==> config.mk <==
export PLATFORM = sky130hd
export DESIGN_NAME = dlt_ram
export DESIGN_NICKNAME = d
export VERILOG_FILES = /design/src/rtl/dlt_ram.sv
export SDC_FILE = /design/constraint.sdc
export NUM_CORES = 1
export LEC_CHECK = 0
export BUFFER_PORTS_ARGS = -buffer_cell sky130_fd_sc_hd__buf_2
export CORE_MARGIN = 1.5
export CORE_UTILIZATION = 65
export CTS_CLUSTER_DIAMETER = 60
export CTS_CLUSTER_SIZE = 20
export DETAILED_ROUTE_END_ITERATION = 6
export PLACE_DENSITY = 0.84
export SYNTH_ARGS = -nofsm -noshare
export SYNTH_HDL_FRONTEND = slang
export SYNTH_SLANG_ARGS = --single-unit
==> constraint.sdc <==
create_clock -name clk_i -period 2.65 [get_ports clk_i]
set_input_delay 0.265 -clock clk_i [delete_from_list [all_inputs] [get_ports clk_i]]
set_output_delay 0.265 -clock clk_i [all_outputs]
set_load 0.005 [all_outputs]
==> src/rtl/dlt_ram.sv <==
// Generic single-port-write, single-port-read RAM with registered read data.
// No dependencies.
module dlt_ram #(
  parameter int unsigned WIDTH = 8,
  parameter int unsigned DEPTH = 16
) (
  input  logic                                  clk_i,
  input  logic                                  we_i,
  input  logic [(DEPTH > 1 ? $clog2(DEPTH) : 1)-1:0] waddr_i,
  input  logic [WIDTH-1:0]                      wdata_i,
  input  logic                                  re_i,
  input  logic [(DEPTH > 1 ? $clog2(DEPTH) : 1)-1:0] raddr_i,
  output logic [WIDTH-1:0]                      rdata_o
);

  logic [WIDTH-1:0] mem_q [DEPTH];
  logic [WIDTH-1:0] rdata_q;

  always_ff @(posedge clk_i) begin
    if (we_i) begin
      mem_q[waddr_i] <= wdata_i;
    end
    if (re_i) begin
      rdata_q <= mem_q[raddr_i];
    end
  end

  assign rdata_o = rdata_q;

endmodule

## After elaboration in Yosys (flattened, before gate mapping)

Memories as Yosys holds them, arrays and structs flattened. A register that Yosys moved wholly into a read port is not among the register bits.
Cells that the tools add are included.

| storage, ports and cells | value |
|---|---|
| flip-flop bits (word level) | 0 |
| RAM bits | 128 |
| input port bits | 19 |
| output and inout port bits | 8 |
| logic and storage cells | 3 |
| memories kept | 1 |

Memory list:

| memory | words | width | read ports | clocked after Yosys merged registers in | wr ports | RTL line | source |
|---|---|---|---|---|---|---|---|
| mem_q | 16 | 8 | 1 | 1 | 1 | 16 | `logic [WIDTH-1:0] mem_q [DEPTH];` |

| operators by class | value |
|---|---|
| muxes and demuxes | 2 |

Operators with widths:

| operator | count |
|---|---|
| 1-bit 2-to-1 mux | 2 |

## Depth between registers and ports, before layout

| depth | value |
|---|---|
| depth in word-level cells | 2 |
| depth in mapped cells | 5 |
| gate-level depth less buffers | 3 |

## Worst setup path before layout

No wires, ideal clock.

| timing | value |
|---|---|
| kind | input -> register |
| start point | input waddr_i[2] in the netlist's numbering |
| end point | memory mem_q[0][0] (enable) |
| library setup time | 383 ps |
| arrival | 1375 ps |
| data required time | 2267 ps |
| slack | 892 ps |
| stages | 2 |
| path buffers | 0 |
| path through | or3b_2 nor3_1 |

RTL lines:

| item | RTL line | source |
|---|---|---|
| start: declaration | 9 | `input logic [(DEPTH > 1 ? $clog2(DEPTH) : 1)-1:0] waddr_i,` |
| end: declaration | 16 |  |

Straight into the memory's write port.

==> key figures <==
Status
  • Result of the run: finished clean

Place
  • Final HPWL DP: 6.04 mm
  • Post-DP Area: 5500 µm²
  • IO buf count: 26
  • Weighted congestion reported at the end of routability-driven placement: 0.765
  • Placed cells: 359

Power and ir drop
  • Power per Cell Area: 832 nW/µm²
  • Post-layout total power: 5.09 mW
  • Leakage power: 2.07 nW
  • Peak ir drop on the vdd network: 0.596 mV

Setup path
  • Arrival time at the worst endpoint: 1.86 ns
  • Crit path launch type: flip-flop
  • WS Path Type: reg -> reg
  • Data required time at the worst endpoint: 2.90 ns
  • Maximum fanout along the worst path: 1
  • Crit. End Element: flip-flop
  • Depth of the most critical reg-to-reg path: 3

Clocking
  • Sink Count: 136
  • Clock tree from TritonCTS: built
  • Setup fix buffers added after clock tree synthesis: 0
  • Number of buffers added by the clock tree synthesis step: 17
  • Latest clock arrival within the worst-skew pair: 0.51 ns
  • Clock transition at the registers of the reported paths: 0.06 ns
  • # resized after CTS: 0
  • CTS H-Tree Depth: 4
  • Post-cts hold buffer count: 0
  • Clock tree root buffer cell: clkbuf_8
  • Bufs on Longest Clock Path: 2

Yosys
  • Post-Synth Adder-Cell Area: 0
  • Cell with the most instances after synthesis: edfxtp_1
  • Avg Cell Area, Syn: 22.8 µm²
  • Count of warnings emitted by yosys: 0
  • Dominant synthesized flop cell: edfxtp_1
  • Area fraction of the dominant cell type after synthesis: 0.781
  • FF+latch count, synth: 136
  • Synthesized-area fraction occupied by and/or/nand/nor cells: 0.0314
  • Leading post-synthesis cells by cell area: edfxtp_1 (78%), mux4_2 (7.8%), mux4_1 (7.0%)
  • Dominant combinational cell family by area after synthesis: multiplexers
  • Area fraction in compound gates after synthesis: 0.0230
  • Async set-or-reset flop fraction in the synthesized netlist: 0
  • Post-synthesis share of cell area spent on xor and xnor gates: 0
  • Number of distinct library cells after synthesis: 18
  • Mapped cell area: 5230 µm²
  • Register area share after synthesis: 0.781
  • EDFF count, synth: 136
  • Post-synthesis instance total: 229
  • Top cells by count, synth: edfxtp_1 (136), mux4_2 (18), a22oi_1 (16)
  • Cell taking the most area after synthesis: edfxtp_1
  • Share of cell area taken by muxes after synthesis: 0.148
  • Post-Syn Nets: 248

Timing
  • Unrepaired setup endpoints after global routing: false
  • Fin. max-slew vios: 0
  • Minimum clock period after layout: 1.61 ns
  • Slew at the pin with the worst max-slew slack: 1.04 ns
  • Hold Violations, Final: 0
  • Share of the clock period used by the worst path: 0.609
  • Final setup TNS: 0 ns
  • Maximum clock rate: 620 MHz
  • Final Setup Violations: 0
  • Slew headroom: 0.303
  • Worst Skew: 0.00831 ns

Global routing
  • Via count of the first global-routing pass: 2563
  • Aggregate global routing overflow: 0
  • Global routing usage summed across all routing layers: 0.289
  • Largest net degree at the start of global routing: 33
  • Number of antenna violations at the first check in global routing: 0
  • Global-route wire length before repair: 16.3 mm

Finish
  • Antenna diode count: 0
  • Layout cell share with drive strength beyond 1: 0.304
  • Final core utilization: 0.788
  • Area used by sequential logic in the layout: 4080 µm²
  • Number of nets in the layout: 295
  • Area grow syn2layout: 17.0%
  • Count of filler cells inserted in the layout: 386
  • Post-Layout Inst Area: 6120 µm²
  • Area of combinational cells with multiple inputs: 1060 µm²
  • Final instance count without filler cells: 391

Routing
  • Via total after detailed routing: 2593
  • DRT Wirelength: 11.1 mm
  • DRC violation total after the first TritonRoute iteration: 315
  • Avg Vias per Cell: 6.63
  • DRC violations left: 0
  • DRT antenna net count: 0
  • Number of iterations in the first detailed-routing pass: 5
  • Wire length per cell after detailed routing: 28.4 µm

Job
  • Number of maximum-capacitance violations: 0

Hold path
  • Class of the most critical hold timing path: in -> reg
  • Hold depth: 1

Floorplanning
  • Initial Util: 0.673
  • Die Y: 92.7 µm
  • Floorplan die width: 92.7 µm
  • I/O pin count: 27
  • Die footprint: 8590 µm²
  • Placeable core area: 7770 µm²
  • Core Rows: 32
[kinds of logic after synthesis]
kind of cell,after synthesis
buf+inv,10
compound gates,16
flops,136
simple gates,35
mux,32
[area by class of cell]
cell class | instances | share of cell area
multi-input combinational | 83 | 0.173
timing repair buffer | 38 | 0.0380
clock inverter | 14 | 0.0323
sequential | 136 | 0.668
clock buffer | 18 | 0.0683
tap | 102 | 0.0209
[sequential cells by signal (all words and copies together) (netlist names)]
| name | count |
|---|---|
| rdata_o | 8 |
| mem_q | 128 |
[layout by cell type, fill, tap and decap left out, drive strengths merged]
master / Yosys / layout
mux4: 32 / 32
and2: 1 / 1
clkinv: 0 / 5
a22oi: 16 / 16
nor3: 4 / 4
or3b: 1 / 1
inv: 0 / 3
clkinvlp: 0 / 2
nand3: 1 / 1
nor2: 13 / 13
clkbuf: 0 / 18
and2b: 1 / 1
bufinv: 0 / 4
nand2: 9 / 9
nand2b: 2 / 2
nand3b: 2 / 2
edfxtp: 136 / 136
buf: 7 / 38
nor2b: 1 / 1
[per-layer routing]
layer  vias to the layer above  GRT usage  routed length, µm
met1                      1328      0.398               4380
met3                        24     0.0961                928
li1                       1080          -                  -
met4                         0      0.105                252
met2                       161      0.440               5560
met5                         -          0                  0
[critical path: stages (launching register included)]
cell	delay, ns
edfxtp_1	0.39
mux4_1	0.53
a22oi_1	0.30
nand2_1	0.13
[path summary, 6_finish.rpt]
kind	end	slack, ns	start
worst max-delay path	rdata_o[4]	1.04	mem_q[9][4]
worst max register to register	rdata_o[4]	1.04	mem_q[9][4]
worst min-delay path	rdata_o[4]	0.13	re_i
worst min register to register	rdata_o[1]	0.77	mem_q[15][1]
[metrics by stage]
step	hold WS (ns)	setup WS [ns]
floorplan	0.364	0.892
global placement	0.650	0.753
detailed placement	0.645	0.721
CTS	0.107	1.05
global route	0.102	0.960
finish	0.127	1.04
[report_power, final]
| part | total [mW] | internal, mW | switching [mW] |
|---|---|---|---|
| sequential | 2.44 | 2.42 | 0.0180 |
| combinational | 0.216 | 0.0898 | 0.126 |
| clock | 2.43 | 1.54 | 0.892 |
| total | 5.09 | 4.05 | 1.04 |
Note: power is estimated with default switching activity, not from simulation.
